**src/hdl/fnns_pkg.sv**
```systemverilog
// Shared constants, types and state codes of the four-nearest-neighbor search unit.
`default_nettype none

package fnns_pkg;

   localparam int MAX_POINTS = 1024;
   localparam int COORD_BITS = 16;
   localparam int ADDR_W     = $clog2(MAX_POINTS);
   localparam int IDX_W      = 10;
   localparam int CNT_W      = 11;
   localparam int SQ_W       = 2 * COORD_BITS + 1;
   localparam int DIST_W     = 17;
   localparam int ROOT_W     = (SQ_W + 1) / 2;
   localparam int RAD_W      = 2 * ROOT_W;
   localparam int REM_W      = ROOT_W + 1;
   localparam int STEP_W     = $clog2(ROOT_W + 1);
   localparam int NUM_RANKS  = 4;
   localparam int RANK_W     = $clog2(NUM_RANKS);
   localparam int FOUND_W    = 3;

   localparam logic [DIST_W-1:0] DIST_EMPTY = {DIST_W{1'b1}};

   typedef enum logic {
      OP_WRITE = 1'b0,
      OP_QUERY = 1'b1
   } opcode_type;

   typedef struct packed {
      logic             v;
      logic [SQ_W-1:0]  d;
      logic [IDX_W-1:0] i;
   } entry_type;

   typedef enum logic [2:0] {
      S_IDLE,
      S_QLOAD,
      S_SCAN,
      S_DRAIN,
      S_SQ_START,
      S_SQ_WAIT,
      S_OUT
   } state_type;

endpackage

`default_nettype wire

```
**src/hdl/fnns_cell.sv**
```systemverilog
// One cell of the sorted candidate row: keeps the best entry seen and passes the other on.
`default_nettype none

module fnns_cell
   import fnns_pkg::*;
(
   input  wire logic      clock,
   input  wire logic      reset,
   input  wire logic      clear,
   input  wire entry_type in_entry,
   output entry_type      held,
   output entry_type      pass
);

   entry_type held_ff, held_in;
   entry_type pass_ff, pass_in;
   logic      ahead;

   // Equal distances are ordered by slot index, so the lower slot always ranks first.
   assign ahead = (in_entry.d < held_ff.d)
                  || ((in_entry.d == held_ff.d) && (in_entry.i < held_ff.i));

   always_comb begin
      held_in = held_ff;
      pass_in = '0;
      if (clear) begin
         held_in = '0;
      end else if (in_entry.v) begin
         if (!held_ff.v) begin
            held_in = in_entry;
         end else if (ahead) begin
            held_in = in_entry;
            pass_in = held_ff;
         end else begin
            pass_in = in_entry;
         end
      end
   end

   always_ff @(posedge clock) begin
      if (reset) begin
         held_ff <= '0;
         pass_ff <= '0;
      end else begin
         held_ff <= held_in;
         pass_ff <= pass_in;
      end
   end

   assign held = held_ff;
   assign pass = pass_ff;

endmodule

`default_nettype wire

```
**config.mk**
```make
export PLATFORM = sky130hd
export DESIGN_NAME = fnns_cell
export DESIGN_NICKNAME = d
export VERILOG_FILES = /design/src/hdl/fnns_pkg.sv /design/src/hdl/fnns_cell.sv
export SDC_FILE = /design/constraint.sdc
export NUM_CORES = 1
export LEC_CHECK = 0
export ABC_AREA = 1
export BUFFER_PORTS_ARGS = -buffer_cell sky130_fd_sc_hd__buf_4
export CORE_ASPECT_RATIO = 0.75
export CORE_MARGIN = 2
export CORE_UTILIZATION = 45
export DETAILED_ROUTE_END_ITERATION = 7
export MAX_ROUTING_LAYER = met4
export PLACE_DENSITY = 0.69
export SLEW_MARGIN = 20
export SYNTH_ARGS = -nofsm -noshare
export SYNTH_HDL_FRONTEND = slang
export SYNTH_SLANG_ARGS = --single-unit
```
**constraint.sdc**
```tcl
create_clock -name clock -period 4.52 [get_ports clock]
set_input_delay 0.904 -clock clock [delete_from_list [all_inputs] [get_ports clock]]
set_output_delay 0.904 -clock clock [all_outputs]
set_load 0.1 [all_outputs]
```
-- Yosys cells after proc, flatten, opt, wreduce, memory -nomap -nowiden
Index checks and enable logic that the tools add are counted.
- flip-flop bits (word level): 88
- input port bits: 47
- output and inout port bits: 88
- logic and storage cells: 20
- $lt $le $gt $ge: 2
- equal/unequal tests: 2
- multiplexer cells: 3
- bitwise operators: 2
- reductions and logical operators: 5
- operators with widths (operator ; number):
    $mux 43 ; 3
    $eq 33x33->1 ; 1
    $lt 33x33->1 ; 1
    $lt 10x10->1 ; 1
    $reduce_or 4->1 ; 1
    $ne 2x1->1 const B ; 1
    $not 1->1 ; 2
    $reduce_and 2->1 ; 1
    $reduce_or 2->1 ; 1
    $logic_and 1x1->1 ; 1
    $logic_or 1x1->1 ; 1

-- Depth between registers and ports, before layout
- depth in word-level cells: 5
- depth in mapped cells: 17
- mapped depth without buffers: 16

-- Worst setup path before layout
Ideal clock, no wire load.
- kind: reg2reg
- from: register held_ff (netlist bit held[38])
- to: register held_ff (netlist bit held[10])
- library setup time: 118 ps
- data arrival time: 2648 ps
- required time: 4402 ps
- slack: 1754 ps
- cell stages (with the launch flop): 16
- path buffers: 2
- clock period less this slack: 2766 ps
- cells stage by stage: dfxtp_1 -> inv_1 -> ha_1 -> nand2_1 -> nor2_2 -> nand3_2 -> nor2_2 -> nand2_1 -> nand2_1 -> nor2_1 -> nand2_2 -> nand3_4 -> buf_8 -> buf_12 -> a21oi_2 -> nor2_1
- cells in the longest elaborated chain, start to end: 5
- elaborated cells between the ends (all ways): 6
- those cells by class: 1 x order compare; 2 x eq/ne; 3 x reduce/logical
- ends and longest elaborated chain (what ; line ; RTL):
    from (decl) ; fnns_cell.sv:15 ; entry_type held_ff, held_in;
    from (signal assigned) ; fnns_cell.sv:45 ; held_ff <= held_in;
    parallel branches: the longest is 2 deep, another holds $lt 33x33->1 ; -- ;
    $logic_or 1x1->1 * ; fnns_cell.sv:21 ; || ((in_entry.d == held_ff.d) && (in_entry.i < held_ff.i));
    $ne 2x1->1 (no source line) * ; -- ;
    $reduce_and 2->1 (no source line) * ; -- ;
Mark *: on every way between the ends.
A chain may end at the register's enable or synchronous reset.

-- Worst setup path after layout
- from: input port in_entry[34] (netlist name)
- to: register held_ff (netlist bit held[29])
- cells in the longest elaborated chain, start to end: 5
- elaborated cells between the ends (all ways): 6
- those cells by class: 1 x order compare; 2 x eq/ne; 3 x reduce/logical
- ends and longest elaborated chain (what ; line ; RTL):
    from (decl) ; fnns_cell.sv:10 ; input wire entry_type in_entry,
    parallel branches: the longest is 2 deep, another holds $lt 33x33->1 ; -- ;
    $logic_or 1x1->1 * ; fnns_cell.sv:21 ;
    $ne 2x1->1 (no source line) * ; -- ;
    $reduce_and 2->1 (no source line) * ; -- ;
Marked as above.

==> results.md <==
- The flow ran to the end, and the final reports show no timing, DRC or antenna violations.
- Data arrives at the worst endpoint at 3.48 ns.
- Clock latency on the worst-skew pair, taken at its later pin, is 0.34 ns.
- The top-area cell type share of the netlist area is 0.369.
- STA classifies the critical path startpoint as an input port.
- The headroom to the max-slew limit is 0.466.
- In the final timing run, aggregate negative setup slack is 0 ns.
- The routed design has 11800 µm of wire.
- The total DRC errors in the routed layout is 0.
- In this run the worst path has a maximum fanout of 53.
- The number of buffers between clock root and the deepest sink is 2.
- The buffer type at the clock tree root is sky130_fd_sc_hd__clkbuf_16.
- The total CTS buffers is 9.
- Input and output buffers added on the ports amount to 134.
- The dominant synthesized flop cell is sky130_fd_sc_hd__dfxtp_1.
- The synthesized area divided by synthesized cell count is 7.50 µm².
- Counting flops with an async set or reset pin after synthesis yields a share of 0.
- The dominant delay contributor by cell family on the critical path is simple AND/OR/NAND/NOR gates.
- For this configuration, the core starts out at a cell density of 0.464.
- The final net count is 842.
- The critical register-to-register path startpoint is held[34]$_SDFFE_PP0P_.
- For this block, the via count after detailed routing is 4335.
- After synthesis, the most frequently instantiated cells are sky130_fd_sc_hd__inv_1, sky130_fd_sc_hd__nand2_1, sky130_fd_sc_hd__dfxtp_1.
- The count of cells resized by post-cts repair is 0.
- The cell repeated most along the worst path is sky130_fd_sc_hd__nand2_1.
- The detailed router finished its first iteration with 301 violations.
- The number of nets with antenna violations after routing is 0.
- The placer congestion estimate is 0.888.
- 0 antenna diodes ended up in the layout.
- The count of final hold-check violations is 0.
- The cell area after technology mapping is 0.00477 mm².
- The count of synthesis-stage warnings from yosys is 0.
- The synthesis-stage register bit count is 88.
- The final setup violation count is 0.
- After clock tree synthesis, the clock-pin slew on the worst setup and hold paths is 0.06 ns.
- The number of antenna violations at the first check in global routing is 0.
- Of the available clock period, the critical path in the final layout requires 0.710.
- Across all register-to-register paths, the minimum setup slack is 1.51 ns.
- The global-route total usage across every layer is 0.219.
- The number of pins with negative max-slew slack in the final report was 0.
- The post-placement setup slack is 0.973 ns.
- The synthesized instance count is 637.
- The post-route core utilization is 0.586.
- The global-route congestion overflow total is 0.
- The smallest setup slack after layout is 1.31 ns.
- Counting both buffers and inverters, the worst setup path holds a total of 2.
- The worst hold path passes through 2 cells.
- The largest net degree at the start of global routing is 57.
- The design draws 1970 µW.
- The number of enable-type register cells in the synthesized netlist is 0.
- The endpoint required time on the critical path is 4.79 ns.
- During I/O placement, the number of pins put on the boundary was 135.
- Counting I/O delays and the setup requirement, the final critical path takes 3.21 ns.
- Of the cells placed in the final design, the portion with a size suffix greater than 1 is 0.278.
- In this run the critical register-to-register path is captured at held[29]$_SDFFE_PP0P_.
- In the routed layout, each cell is associated on average with a via count of 4.85.
- The worst-case hold path end point is pass[42]$_SDFF_PP0_.
- Measured in cells, the most critical reg-to-reg path has a length of 15.
- On the final layout, the worst hold slack is 0.498 ns.
- After synthesis, the netlist uses 27 different library cells.
- In the post-synthesis netlist, the cell with the most instances is sky130_fd_sc_hd__inv_1.
- The classification of the worst setup path is in -> reg.
- The slew of the pin with the lowest slew margin is 0.799 ns.
- In this design, the stage delay of the slowest critical-path cell is 0.56 ns.
- The endpoint type of the worst setup path is a flop.
- TritonCTS built the clock tree.
- The growth of design area from synthesis to finish is 26.2%.
- The post-synthesis net count is 726.
- The initialized floorplan defines 32 standard-cell rows.
- The sequential cells in the finished layout cover a total of 0.00176 mm².
- The height of the chip is 93.2 µm.
- In the final layout, the multi-input gates occupy 0.00239 mm².
- The layout has 952 filler cells.
- The slowest stage of the critical path belongs to the cell sky130_fd_sc_hd__nand3_4.
- The number of global-route vias before repair was 4015.
- Setup repair after global routing left no endpoint under its margin.
- Detailed placement ended at an HPWL of 8610 µm.
- Measured along the x axis, the die boundary spans 123 µm.
- Traced cell by cell, the critical path runs through buf_4, ha_1, nand2_1, nor2_2, nand3_2, nor2_2, nand2_1, nand2_1, nor2_1, nand2_2, nand3_4, buf_4, nand3_1, nand2_1, nor2_1.
- Across the routed clock network, the largest skew measured is 0.00862 ns.
- The number of post-CTS setup repair buffers is 0.
- The biggest area consumer among synthesized cells is sky130_fd_sc_hd__dfxtp_1.
- The power density normalized to cell area is 328 mW/mm².
- The class of the worst hold path is reg -> reg.
- The number of H-tree levels is 3.
- The full die area is 0.0115 mm².
- The count of TritonRoute iterations in the first routing pass is 4.
- The first global-routing pass estimated 19400 µm of wire.
- After synthesis, the cell types taking the most area are sky130_fd_sc_hd__dfxtp_1, sky130_fd_sc_hd__ha_1, sky130_fd_sc_hd__inv_1.
- The total area inside the core boundary comes to 0.0103 mm².
- The number of clock sinks seen by CTS is 88.
- The worst-case IR drop observed on VDD is 0.000191 V.
- The worst hold path begins at held[42]$_SDFFE_PP0P_.
- The maximum achievable frequency is 312 MHz.
- The count of max-cap constraint violations is 0.
- For this design, the CTS-stage hold fixing added 0 buffers.
- For this run, the register share of the synthesized area comes to 0.369.
- The static leakage is 0.00287 µW.
- The post-detailed-route wirelength per cell is 13.2 µm.
==> cell type report <==
cell class,count,area share
Timing Repair Buffer,141,0.176
Tap cell,136,0.0282
Sequential cell,88,0.292
Inverter,101,0.0629
Clock inverter,4,0.00332
Multi-Input combinational cell,412,0.397
Clock buffer,12,0.0409
==> placed cells by master, fill, tap and decap left out, types with 2 or more instances in the layout <==
cell type / n
sky130_fd_sc_hd__buf_4: 141
sky130_fd_sc_hd__inv_1: 101
sky130_fd_sc_hd__nand2_1: 98
sky130_fd_sc_hd__dfxtp_1: 88
sky130_fd_sc_hd__a21oi_1: 62
sky130_fd_sc_hd__nor2_1: 59
sky130_fd_sc_hd__nand3_1: 46
sky130_fd_sc_hd__ha_1: 42
sky130_fd_sc_hd__a21oi_2: 40
sky130_fd_sc_hd__o21ai_0: 30
sky130_fd_sc_hd__o21ai_1: 15
sky130_fd_sc_hd__clkbuf_16: 9
sky130_fd_sc_hd__nor2_2: 7
sky130_fd_sc_hd__clkinv_2: 4
sky130_fd_sc_hd__nor3_2: 3
sky130_fd_sc_hd__nand2_2: 3
sky130_fd_sc_hd__a21o_1: 2
sky130_fd_sc_hd__clkbuf_1: 2
==> routing by layer <==
metal  track usage  share of wire
met2         0.330           0.45
met4        0.0546         0.0098
met3        0.0561          0.052
met1         0.295           0.48
met5             -              0
==> metrics by stage <==
stage | cells | cell area, µm²
final | 894 | 6030
after global routing | 894 | 6030
after CTS | 894 | 6030
after detailed placement | 878 | 5760
after global placement | 878 | 5760
after floorplan | 637 | 4770
==> cell families (layout without fill, tap and decap cells) <==
group | count (synthesis) | in the layout | synth area share
fa+ha+maj | 42 | 42 | 0.110
compound gates | 150 | 150 | 0.190
flops | 88 | 88 | 0.369
buf+inv | 137 | 258 | 0.131
simple gates | 220 | 220 | 0.199
==> registers in the layout, indices dropped and copies added, names as in the netlist <==
| signal | flops |
|---|---|
| held | 44 |
| pass | 44 |
==> worst register-to-register path, stage by stage (launching register included) <==
cell and delay, ns:
sky130_fd_sc_hd__dfxtp_1 0.39, sky130_fd_sc_hd__inv_1 0.09, sky130_fd_sc_hd__ha_1 0.30, sky130_fd_sc_hd__nand2_1 0.08, sky130_fd_sc_hd__nor2_2 0.18, sky130_fd_sc_hd__nand3_2 0.12, sky130_fd_sc_hd__nor2_2 0.11, sky130_fd_sc_hd__nand2_1 0.05
sky130_fd_sc_hd__nand2_1 0.05, sky130_fd_sc_hd__nor2_1 0.04, sky130_fd_sc_hd__nand2_2 0.11, sky130_fd_sc_hd__nand3_4 0.56, sky130_fd_sc_hd__buf_4 0.54, sky130_fd_sc_hd__nand3_1 0.14, sky130_fd_sc_hd__nand2_1 0.07, sky130_fd_sc_hd__nor2_1 0.11
==> how the worst max path moves through the flow <==
stage | startpoint | endpoint | slack, ns | cells after the start
after global routing | in_entry[26] | held[34]$_SDFFE_PP0P_ | 1.09 | 15
final | in_entry[34] | held[29]$_SDFFE_PP0P_ | 1.31 | 15
after CTS | in_entry[34] | held[29]$_SDFFE_PP0P_ | 1.32 | 15
after detailed placement | in_entry[34] | held[29]$_SDFFE_PP0P_ | 0.97 | 15
after floorplan | held[38]$_SDFFE_PP0P_ | held[10]$_SDFFE_PP0P_ | 1.75 | 15
after global placement | in_entry[18] | held[42]$_SDFFE_PP0P_ | 1.07 | 14
==> report_power, final <==
part / switching (µW) / internal (µW)
Clock: 297 / 384
Combinational: 338 / 137
Sequential: 20.3 / 797
Total: 656 / 1320
No activity file was read; power rests on OpenSTA's default activity.
