--- src/hdl/fnns_pkg.sv ---
// Shared constants, types and state codes of the four-nearest-neighbor search unit.
`default_nettype none

package fnns_pkg;

   localparam int MAX_POINTS = 1024;
   localparam int COORD_BITS = 16;
   localparam int ADDR_W     = $clog2(MAX_POINTS);
   localparam int IDX_W      = 10;
   localparam int CNT_W      = 11;
   localparam int SQ_W       = 2 * COORD_BITS + 1;
   localparam int DIST_W     = 17;
   localparam int ROOT_W     = (SQ_W + 1) / 2;
   localparam int RAD_W      = 2 * ROOT_W;
   localparam int REM_W      = ROOT_W + 1;
   localparam int STEP_W     = $clog2(ROOT_W + 1);
   localparam int NUM_RANKS  = 4;
   localparam int RANK_W     = $clog2(NUM_RANKS);
   localparam int FOUND_W    = 3;

   localparam logic [DIST_W-1:0] DIST_EMPTY = {DIST_W{1'b1}};

   typedef enum logic {
      OP_WRITE = 1'b0,
      OP_QUERY = 1'b1
   } opcode_type;

   typedef struct packed {
      logic             v;
      logic [SQ_W-1:0]  d;
      logic [IDX_W-1:0] i;
   } entry_type;

   typedef enum logic [2:0] {
      S_IDLE,
      S_QLOAD,
      S_SCAN,
      S_DRAIN,
      S_SQ_START,
      S_SQ_WAIT,
      S_OUT
   } state_type;

endpackage

`default_nettype wire

--- src/hdl/fnns_sqrt.sv ---
// Digit-by-digit floor square root that produces one result bit per cycle.
`default_nettype none

module fnns_sqrt
   import fnns_pkg::*;
(
   input  wire logic              clock,
   input  wire logic              reset,
   input  wire logic              start,
   input  wire logic [SQ_W-1:0]   radicand,
   output logic                   done,
   output logic [ROOT_W-1:0]      root
);

   logic              busy_ff, busy_in;
   logic              done_ff, done_in;
   logic [STEP_W-1:0] step_ff, step_in;
   logic [RAD_W-1:0]  rad_ff, rad_in;
   logic [REM_W-1:0]  rem_ff, rem_in;
   logic [ROOT_W-1:0] root_ff, root_in;
   logic [REM_W+1:0]  cur;
   logic [REM_W+2:0]  trial;

   assign cur   = {rem_ff, rad_ff[RAD_W-1 -: 2]};
   assign trial = {1'b0, cur} - (REM_W + 3)'({root_ff, 2'b01});

   always_comb begin
      busy_in = busy_ff;
      done_in = 1'b0;
      step_in = step_ff;
      rad_in  = rad_ff;
      rem_in  = rem_ff;
      root_in = root_ff;
      if (start) begin
         busy_in = 1'b1;
         step_in = STEP_W'(ROOT_W);
         rad_in  = RAD_W'(radicand);
         rem_in  = '0;
         root_in = '0;
      end else if (busy_ff) begin
         rad_in  = rad_ff << 2;
         step_in = step_ff - 1'b1;
         if (!trial[REM_W+2]) begin
            rem_in  = trial[REM_W-1:0];
            root_in = {root_ff[ROOT_W-2:0], 1'b1};
         end else begin
            rem_in  = cur[REM_W-1:0];
            root_in = {root_ff[ROOT_W-2:0], 1'b0};
         end
         if (step_ff == STEP_W'(1)) begin
            busy_in = 1'b0;
            done_in = 1'b1;
         end
      end
   end

   always_ff @(posedge clock) begin
      if (reset) begin
         busy_ff <= 1'b0;
         done_ff <= 1'b0;
         step_ff <= '0;
      end else begin
         busy_ff <= busy_in;
         done_ff <= done_in;
         step_ff <= step_in;
      end
      rad_ff  <= rad_in;
      rem_ff  <= rem_in;
      root_ff <= root_in;
   end

   assign done = done_ff;
   assign root = root_ff;

endmodule

`default_nettype wire

--- config.mk ---
export PLATFORM = sky130hd
export DESIGN_NAME = fnns_sqrt
export DESIGN_NICKNAME = d
export VERILOG_FILES = /design/src/hdl/fnns_pkg.sv /design/src/hdl/fnns_sqrt.sv
export SDC_FILE = /design/constraint.sdc
export NUM_CORES = 1
export LEC_CHECK = 0
export BUFFER_PORTS_ARGS = -buffer_cell sky130_fd_sc_hd__buf_2
export CORE_MARGIN = 4
export CORE_UTILIZATION = 58
export DETAILED_ROUTE_END_ITERATION = 10
export MAX_ROUTING_LAYER = met4
export PLACE_DENSITY = 0.8
export REMOVE_ABC_BUFFERS = 1
export SLEW_MARGIN = 15
export SYNTH_ARGS = -nofsm -noshare
export SYNTH_HDL_FRONTEND = slang
export SYNTH_SLANG_ARGS = --single-unit
--- constraint.sdc ---
create_clock -name clock -period 3.3 [get_ports clock]
set_input_delay 0 -clock clock [delete_from_list [all_inputs] [get_ports clock]]
set_output_delay 0 -clock clock [all_outputs]
set_load 0.1 [all_outputs]
== After elaboration in Yosys (flattened, before gate mapping) ==
Index checks and enable logic that the tools add are counted.
W data, S select, Z words.

* Add/subtract/negate cells: 2
* Mux-type cells: 10
* Order comparisons: 0
* Bitwise logic cells: 1
* Shift operators: 0
* Div/mod/pow operators: 0
* $mul: 0
* Equality and inequality tests: 1
* Reductions and logical operators: 3

{| class="wikitable"
|+ Operators with widths
! cell !! count
|-
| $mux W33 || 2
|-
| $sub A20 B19 Y21 || 1
|-
| $mux W18 || 1
|-
| $mux W5 || 2
|-
| $eq A5 B1 Y1 const B || 1
|-
| $mux W1 || 5
|-
| $sub A5 B1 Y5 const B || 1
|-
| $reduce_or A3 Y1 || 1
|-
| $reduce_bool A2 Y1 || 1
|-
| $reduce_or A2 Y1 || 1
|-
| $not A1 Y1 || 1
|}

* Bits of input ports: 36
* ROM bits: 0
* Bits in writable memories: 0
* Memories: 0
* Logic and storage cells: 25
* Bits in latches: 0
* Register bits: 76

== Longest topological paths before layout ==
Gate-level depths: netlist (run 1).

* Depth after elaboration: 4
* Depth in mapped cells: 12

== Least setup slack after synthesis (run 1) ==
OpenSTA, ideal clock, no wires.

* Path kind: reg2reg
* From: reg root_ff[7] (netlist: root[7])
* To: reg rem_ff[16]
* Slack: 0.279 ns
* Clock period less this slack: 3.021 ns
* Stages on the path, launching flop included: 11
* Path buffers: 1
* Data arrival time: 2.932 ns
* Cell sequence: dfxtp_1 > inv_1 > ha_1 > and2_1 > buf_2 > o2111ai_2 > a31oi_4 > nor2_1 > o31ai_1 > mux2_1 > a311oi_2

* Word-level cells in the longest chain between the ends: 2

{| class="wikitable"
|+ Ends and longest elaborated chain
! what !! RTL line !! text
|-
| from (decl) || fnns_sqrt.sv:20 || <nowiki>logic [ROOT_W-1:0] root_ff, root_in;</nowiki>
|-
| from (signal assigned) || fnns_sqrt.sv:69 || <nowiki>root_ff <= root_in;</nowiki>
|-
| $sub A20 B19 Y21 || fnns_sqrt.sv:25 || <nowiki>assign trial = {1'b0, cur} - (REM_W + 3)'({root_ff, 2'b01});</nowiki>
|-
| $mux W18 || fnns_sqrt.sv:43 || <nowiki>if (!trial[REM_W+2]) begin</nowiki>
|-
| to (signal assigned) || fnns_sqrt.sv:68 || <nowiki>rem_ff <= rem_in;</nowiki>
|-
| to (decl) || fnns_sqrt.sv:19 || <nowiki>logic [REM_W-1:0] rem_ff, rem_in;</nowiki>
|}

No other way between the ends.
A chain may end at the register's enable or synchronous reset.

== Worst setup path after layout (run 1) ==
* From: reg root_ff[0] (netlist: root[0])
* To: reg rem_ff[2]

Same word-level chain as after synthesis.

==> key figures, run 1 <==
Clocking
  – Post-CTS setup buffer count: 0
  – Clock transition at path regs: roughly 0.080 ns
  – CTS buffer count: 9
  – H-tree Lvls: 3
  – Root Buffer: clkbuf_8
  – Post-CTS resize count: 0
  – CTS tree: yes
  – Clock Latency Late Sink: 0.34 ns
  – CTS Sinks: between 70 and 80
  – Clk buf depth: 2

Logic synthesis
  – XOR/XNOR Fraction of Synth Area: 0.0334
  – Ys flop type: dfxtp_1
  – FF+latch count, synth: between 70 and 80
  – Synth Area in Compound Gates: 0.149
  – Post-Syn Area: approximately 0.0042 mm²
  – Area contributors post-synth: edfxtp_1 24%, dfxtp_1 21%, mux2_2 8.3%
  – Largest family of logic cells by synthesized area: compound AO/OA/AOI/OAI gates
  – Mux contribution to synthesized area: 0.136
  – Number of synthesized flops with an enable pin: 33
  – Adder-cell share of the synthesized area: 0.0597
  – Syn Inst Count: roughly 400
  – Async SR Flop Fraction: 0
  – Area fraction of the dominant cell type after synthesis: 0.236
  – Simple-gate portion of the synthesized area: 0.134
  – Yosys warnings: 0
  – Netlist cell types: around 60
  – Leading area contributor after synthesis: edfxtp_1
  – Register area share after synthesis: 0.442
  – Mean area per synthesized cell: about 10 µm²

Critical path
  – CP endpoint kind: flip-flop
  – Crit path DAT: 2.96 ns
  – R2r startpoint: root[0]
  – Worst stage delay on the critical path: roughly 0.42 ns
  – Crit path kind: reg2reg
  – Critical path's slowest cell: and2_1
  – WP data required: roughly 3.6 ns
  – Worst path cell trace: inv_1 > ha_1 > nor2b_4 > o311ai_4 > a31oi_4 > o21ai_4 > and2_1 > buf_4 > nand2_1 > a311oi_1
  – R2R cell count: 10
  – R2r endpoint: rem_ff[2]
  – CP Max Fanout: 10
  – Worst setup SP type: flip-flop
  – Flop2flop setup slack: approximately 0.60 ns

Place
  – PortBufs: 53
  – Pre-CTS setup slack: a little over 0.6 ns
  – Post-DP HPWL: a little under 6000 µm
  – Global placement routability congestion: between 0.9 and 1
  – Total placed cells including tap cells: around 540

STA
  – Fmax: 370 MHz
  – Final setup fails: 0
  – Worst-margin pin slew: just under 0.7 ns
  – Max_slew headroom: 0.536
  – Final setup margin: between 0.5 and 0.6 ns
  – Pins Over Slew Limit: 0
  – Clock Skew: roughly 0.0058 ns
  – Setup TNS: 0 ns
  – Tcrit/Tclk final: 0.819
  – Unrepaired setup endpoints after global routing: no
  – Final Critical Period: approximately 2.7 ns
  – Final hold vios: 0

Routing
  – Drt pass-1 iters: 4
  – Final wirelength: 9200 µm
  – Met2 routed WL: around 4700 µm
  – Routed wire per std cell: 15.7 µm
  – 1st-iter DRT viols: 197
  – Antenna-violating nets left: 0
  – Vias per cell: about 5.5
  – Met3 wire length: 431 µm
  – DRC Markers: 0
  – Highest routed layer: met4
  – Via count: approximately 3,200
  – M1 WL: 3950 µm

Global routing
  – GRT Util Overall: 0.233
  – Largest net degree at the start of global routing: 42
  – Initial antenna violation count: 0
  – Congestion Overflow GR: 0
  – First-pass GRT wire length: about 16,000 µm
  – Vias in the first global route: between 3,000 and 4,000

Layout
  – NumNets Final: 541
  – Layout cells sized above 1: 0.265
  – Finished Layout Cells: between 500 and 600
  – Fillcell total: around 520
  – P&R area growth vs syn: 20.9%
  – Area of the multi-input gates: ~0.0021 mm²
  – FF/Latch Area: between 0.0015 and 0.002 mm²
  – Antenna Cells: 0

Flow run
  – Max Cap Viol: 0

Die
  – DIE AREA: between 0.008 and 0.009 mm²
  – Effective utilization at floorplan: 0.607
  – Rows: 30
  – Core footprint: between 0.006 and 0.007 mm²
  – Die W: 93.0 µm
  – Boundary pin count: between 50 and 60
  – Die H: approximately 93 µm

Min path
  – Hold_sp: start
  – Hold crit path type: in2reg
  – Worst-case hold path end point: root[1]
  – Hold Path Cell Cnt: 2

Power
  – Max VDD drop: between 0.0003 and 0.0004 V
  – Leak Pwr: between 2 and 2.5 nW
  – PwrDens: around 770 mW/mm²

Outcome
  – Outcome: finished, final reports clean
## what timing repair did
item | 4_1_cts | 5_1_grt
hold endpoints to repair | 40 | 0
endpoints found under the setup margin | 0 | 0
hold buffers | 34 | 0
## power by group
part           leakage [nW]  switching [mW]  internal (mW)
registers             0.684          0.0966           1.11
logic                  1.25            1.11          0.768
clock network         0.112           0.357          0.447
total                  2.05            1.57           2.33
## area by class of cell
class                           instances  share of cell area
Clock inverter                          6              0.0168
Clock buffer                           10              0.0271
Multi-Input combinational cell        283               0.424
Timing Repair Buffer                   91               0.125
Tap cell                               96              0.0237
Inverter                               24              0.0178
Sequential cell                        76               0.365
## sequential cells by signal, indices dropped and copies added (netlist names)
register / flops
busy_ff: 1
rem_ff: 18
root: 17
done: 1
rad_ff: 34
step_ff: 5
## cells in the mapped netlist, drive strengths merged, types with 3 or more instances
cell type / n
nor3: 6
nor2b: 4
nand2: 41
dfxtp: 43
clkbuf: 12
nand3: 7
xor2: 8
o21a: 6
edfxtp: 33
a21oi: 16
a211oi: 4
a311oi: 10
buf: 8
nand2b: 4
nor2: 45
xnor2: 8
inv: 24
a21o: 3
o31ai: 3
and2: 6
ha: 20
mux2: 32
o21ai: 16
mux2i: 21
## cells in the final DEF, fill, tap and decap left out, types with 3 or more instances in the layout
cell type / instances
inv_1: 24
nand2b_1: 4
o21a_1: 5
and2_1: 6
nor2b_1: 3
a311oi_2: 8
clkbuf_8: 10
ha_1: 20
xnor2_1: 8
nand2_2: 6
buf_2: 53
dfxtp_1: 42
edfxtp_1: 33
mux2i_1: 21
a21o_1: 3
nand2_1: 35
dlygate4sd3_1: 34
nor3_1: 5
xor2_1: 8
a21oi_1: 15
o21ai_0: 10
o31ai_1: 3
nor2_1: 44
buf_4: 4
mux2_2: 31
o21ai_1: 5
a211oi_1: 3
nand3_1: 7
## logic make-up after synthesis
group / after synthesis
mux: 53
compound gates: 74
buf+inv: 44
flops: 76
simple gates: 120
fa+ha+maj: 20
xor+xnor: 16
## worst max path at each step
stage	from	to	slack (ns)	cells after the start
CTS	root[0]	rem_ff[2]	0.59	10
finish	root[0]	rem_ff[2]	0.60	10
global route	root[0]	rem_ff[2]	0.35	10
floorplan	root[0]	rem_ff[16]	0.12	9
detailed placement	root[0]	rem_ff[2]	0.62	10
global placement	root[0]	rem_ff[2]	0.75	10
## worst max-delay path, delay by kind of cell, from the launching register on
family	cells	cell delay, ns
AO/OA/AOI/OAI	4	0.94
AND/OR/NAND/NOR	3	0.64
flip-flops	1	0.37
buffers and inverters	2	0.33
adder cells (fa/ha/maj)	1	0.33
## through the flow
stage / cell area (µm²) / utilization / hold WS (ns) / power (mW)
after global routing: 5070 / 0.734 / 0.191 / 4.15
after detailed placement: 4510 / 0.653 / 0.271 / 3.05
final: 5070 / 0.734 / 0.180 / 3.90
after floorplan: 4090 / - / 0.0646 / 2.64
after CTS: 5070 / 0.734 / 0.169 / 3.89
after global placement: 4510 / 0.653 / 0.254 / 2.99
## metal layers
layer,up-vias,track usage
met5,-,-
met4,0,0.0623
met3,14,0.0418
met2,85,0.400
met1,1540,0.285
li1,1603,-
Power figures use the tool's default switching activity.
==> run 2: changes to the inputs <==
ABC_AREA = 1   (was not set)
CORE_UTILIZATION = 53   (was 58)
PLACE_DENSITY = 0.77   (was 0.8)
clock period = 2.43 ns   (was 3.3 ns; I/O delays follow)
==> run 2 against run 1 <==
Critical path depth up 4. Setup slack worse by 0.27 ns. Non-clock buffer count up 4. Largest power group unchanged.
==> key figures, run 2 <==
Logic synthesis
  – Post-synth top cells: 244 x nand2_1, 86 x inv_1, 43 x dfxtp_1
  – Mean area per synthesized cell: 7.13 µm² (-32%)
  – Area contributors post-synth: edfxtp_1 23%, nand2_1 21%, dfxtp_1 20%
  – Yosys warnings: 0 (unchanged)
  – Leading area contributor after synthesis: edfxtp_1
  – Syn Inst Count: 616 (+53%)
  – Register area share after synthesis: 0.422 (-0.0198)
  – Most frequent cell after synthesis: nand2_1
  – Area fraction of the dominant cell type after synthesis: 0.226 (-0.0106)
  – Post-Syn Area: 0.00439 mm² (+4.7%)
  – FF+latch count, synth: 76 (unchanged)
  – Async SR Flop Fraction: 0 (unchanged)
  – Ys flop type: dfxtp_1
  – Number of synthesized flops with an enable pin: 33 (unchanged)
  – Netlist cell types: 36 (-39%)

Routing
  – Via count: 4,149 (+28%)
  – 1st-iter DRT viols: 259 (+31%)
  – Final wirelength: 10,900 µm (+18%)
  – Antenna-violating nets left: 0 (unchanged)
  – DRC Markers: 0 (unchanged)
  – Routed wire per std cell: 13.4 µm (-15%)
  – Vias per cell: 5.12 (-7.5%)
  – Drt pass-1 iters: 5 (+1)

STA
  – Final setup margin: 0.327 ns (-0.269 ns)
  – Pins Over Slew Limit: 0 (unchanged)
  – Final setup fails: 0 (unchanged)
  – Worst hold margin: 0.341 ns (+0.161 ns)
  – Max_slew headroom: 0.663 (+0.126)
  – Tcrit/Tclk final: 0.865 (+0.0462)
  – Final hold vios: 0 (unchanged)
  – Unrepaired setup endpoints after global routing: no
  – Final Critical Period: 2.10 ns (-0.601 ns)
  – Fmax: 476 MHz (+29%)
  – Clock Skew: 0.0192 ns (+0.0134 ns)
  – Worst-margin pin slew: 0.509 ns (-0.186 ns)
  – Setup TNS: 0 ns (unchanged)

Power
  – Switching part of the total: 0.492 (+0.0902)
  – Switching Power: 3.14 mW (+100%)
  – Leak Pwr: 2.79 nW (+36%)
  – PwrDens: 1200 mW/mm² (+57%)
  – Max VDD drop: 0.000652 V (+64%)
  – Comb pwr share: 0.579 (+0.096)
  – Clock Power Share: 0.165 (-0.041)
  – Reg power frac: 0.256 (-0.055)
  – Internal power: 3.24 mW (+39%)

Clocking
  – Clock Latency Late Sink: 0.36 ns (+0.02 ns)
  – Root Buffer: clkbuf_8
  – Post-CTS resize count: 0 (unchanged)
  – CTS Hold Buffers Added: 35 (+2.9%)
  – Clock transition at path regs: 0.10 ns (+0.02 ns)
  – CTS tree: yes
  – Post-CTS setup buffer count: 0 (unchanged)
  – CTS buffer count: 9 (unchanged)
  – CTS Sinks: 76 (unchanged)
  – Clk buf depth: 2 (unchanged)
  – H-tree Lvls: 3 (unchanged)

Critical path
  – R2R cell count: 14 (+4)
  – R2r endpoint: rem_ff[16]
  – CP endpoint kind: flip-flop
  – R2r startpoint: root[6]
  – CP Max Fanout: 18 (+8)
  – WP data required: 2.67 ns (-0.88 ns)
  – Worst setup SP type: flip-flop
  – Crit path DAT: 2.34 ns (-0.62 ns)
  – Flop2flop setup slack: 0.33 ns (-0.27 ns)
  – Crit path kind: reg2reg

Global routing
  – GRT Util Overall: 0.238 (+0.00519)
  – Congestion Overflow GR: 0 (unchanged)
  – Vias in the first global route: 4,026 (+20%)
  – Initial antenna violation count: 0 (unchanged)
  – Largest net degree at the start of global routing: 34 (-19%)
  – First-pass GRT wire length: 18,600 µm (+18%)

Flow run
  – Max Cap Viol: 0 (unchanged)

Min path
  – Worst-case hold path end point: step_ff[4]
  – Hold Path Cell Cnt: 3 (+1)
  – Hold_sp: reset
  – Hold crit path type: in2reg

Die
  – Die W: 99 µm (+6.4%)
  – Core footprint: 0.00789 mm² (+14%)
  – Die H: 99 µm (+6.4%)
  – Boundary pin count: 54 (unchanged)
  – Rows: 32 (+6.7%)
  – Effective utilization at floorplan: 0.556 (-0.0506)
  – DIE AREA: 0.00980 mm² (+13%)

Layout
  – Finished Layout Cells: 811 (+38%)
  – Layout cells sized above 1: 0.140 (-0.126)
  – Most frequent cells in the layout: 244 x nand2_1, 86 x inv_1, 53 x buf_2, 43 x dfxtp_1, 36 x nor2_1
  – Commonest non-fill, non-tap cell in the layout: nand2_1
  – Reg with most FFs: rad_ff
  – Largest register FFs: 34 (unchanged)
  – Design Area, Final: 0.00530 mm² (+4.5%)
  – NumNets Final: 760 (+40%)
  – Antenna Cells: 0 (unchanged)
  – P&R area growth vs syn: 20.7%

Place
  – Post-placement cell area: 0.00474 mm² (+5.1%)
  – Post-DP HPWL: 7440 µm (+26%)
  – Global placement routability congestion: 1.02 (+8.0%)
  – PortBufs: 53 (unchanged)
  – Total placed cells including tap cells: 760 (+42%)
  – Pre-CTS setup slack: 0.377 ns (-0.246 ns)

Outcome
  – Outcome: finished, final reports clean
[run 2: changes by cell type in the layout (fill, tap and decap cells not counted), moves of 5 or more]
cell,previous run,this run
a311oi_2,8,0
and2_1,6,1
inv_1,24,86
inv_2,0,6
mux2_2,31,0
mux2i_1,21,0
nand2_1,35,244
nand3_1,7,31
nand4_1,1,17
nor2_1,44,36
o21a_1,5,0
o22ai_1,0,16
xnor2_1,8,1
[run 2: power groups by stage]
stage | Combinational, mW | Clock, mW | Sequential, mW
6_report | 3.70 | 1.06 | 1.63
5_1_grt | 4.21 | 1.13 | 1.65
4_1_cts | 3.64 | 1.09 | 1.63
3_5_place_dp | 3.58 | 0 | 1.66
3_3_place_gp | 3.51 | 0 | 1.65
2_1_floorplan | 2.72 | 0 | 1.67
[run 2: layout make-up]
cell class	count	area (µm²)
fill	680	2590
multi-input combinational	428	2090
sequential	76	1850
timing repair buffer	95	668
inverter	94	353
tap	102	128
clock buffer	9	124
clock inverter	7	87.6
[run 2: logic make-up (layout without fill, tap and decap cells)]
| logic type | Yosys count | in the layout | share of synthesized area |
|---|---|---|---|
| AOI/OAI and AO/OA | 47 | 47 | 0.0624 |
| xor gates and xnor gates | 5 | 5 | 0.00998 |
| adders and majority gates | 20 | 20 | 0.0570 |
| buffers and inverters | 112 | 205 | 0.103 |
| DFF | 76 | 76 | 0.422 |
| and+or+nand+nor | 356 | 356 | 0.346 |
[run 2: how the worst max path moves through the flow]
stage,from,to,slack [ns],cells after the start
2_1_floorplan,root[13],rem_ff[11],-0.27,9
3_3_place_gp,root[6],rem_ff[12],0.41,14
3_5_place_dp,root[6],rem_ff[12],0.38,14
4_1_cts,root[6],rem_ff[16],0.34,14
5_1_grt,root[6],rem_ff[17],0.11,14
6_report,root[6],rem_ff[16],0.33,14
[run 2: metrics by stage]
step | power (mW) | util
floorplan | 4.39 | -
global placement | 5.16 | 0.601
detailed placement | 5.23 | 0.601
CTS | 6.35 | 0.672
global route | 6.99 | 0.672
finish | 6.38 | 0.672
[run 2: critical path, cell delays in order, from the launching register on]
cell and delay [ns]:
dfxtp_1 0.34, inv_1 0.08, ha_1 0.38, nand2_1 0.13, inv_2 0.05, nand2_2 0.08
inv_1 0.05, nand2_2 0.08, nand2_1 0.05, nand2_1 0.09, nand3_4 0.23, nand2_4 0.18
nor2_1 0.06, nor2_1 0.12, nor2_1 0.05
[run 2: routing by layer]
metal	global-route usage	wire length, µm	vias up
li1	-	-	2130
met2	0.365	4880	160
met5	-	0	-
met4	0.0746	164	0
met3	0.0432	847	14
met1	0.322	4980	1845
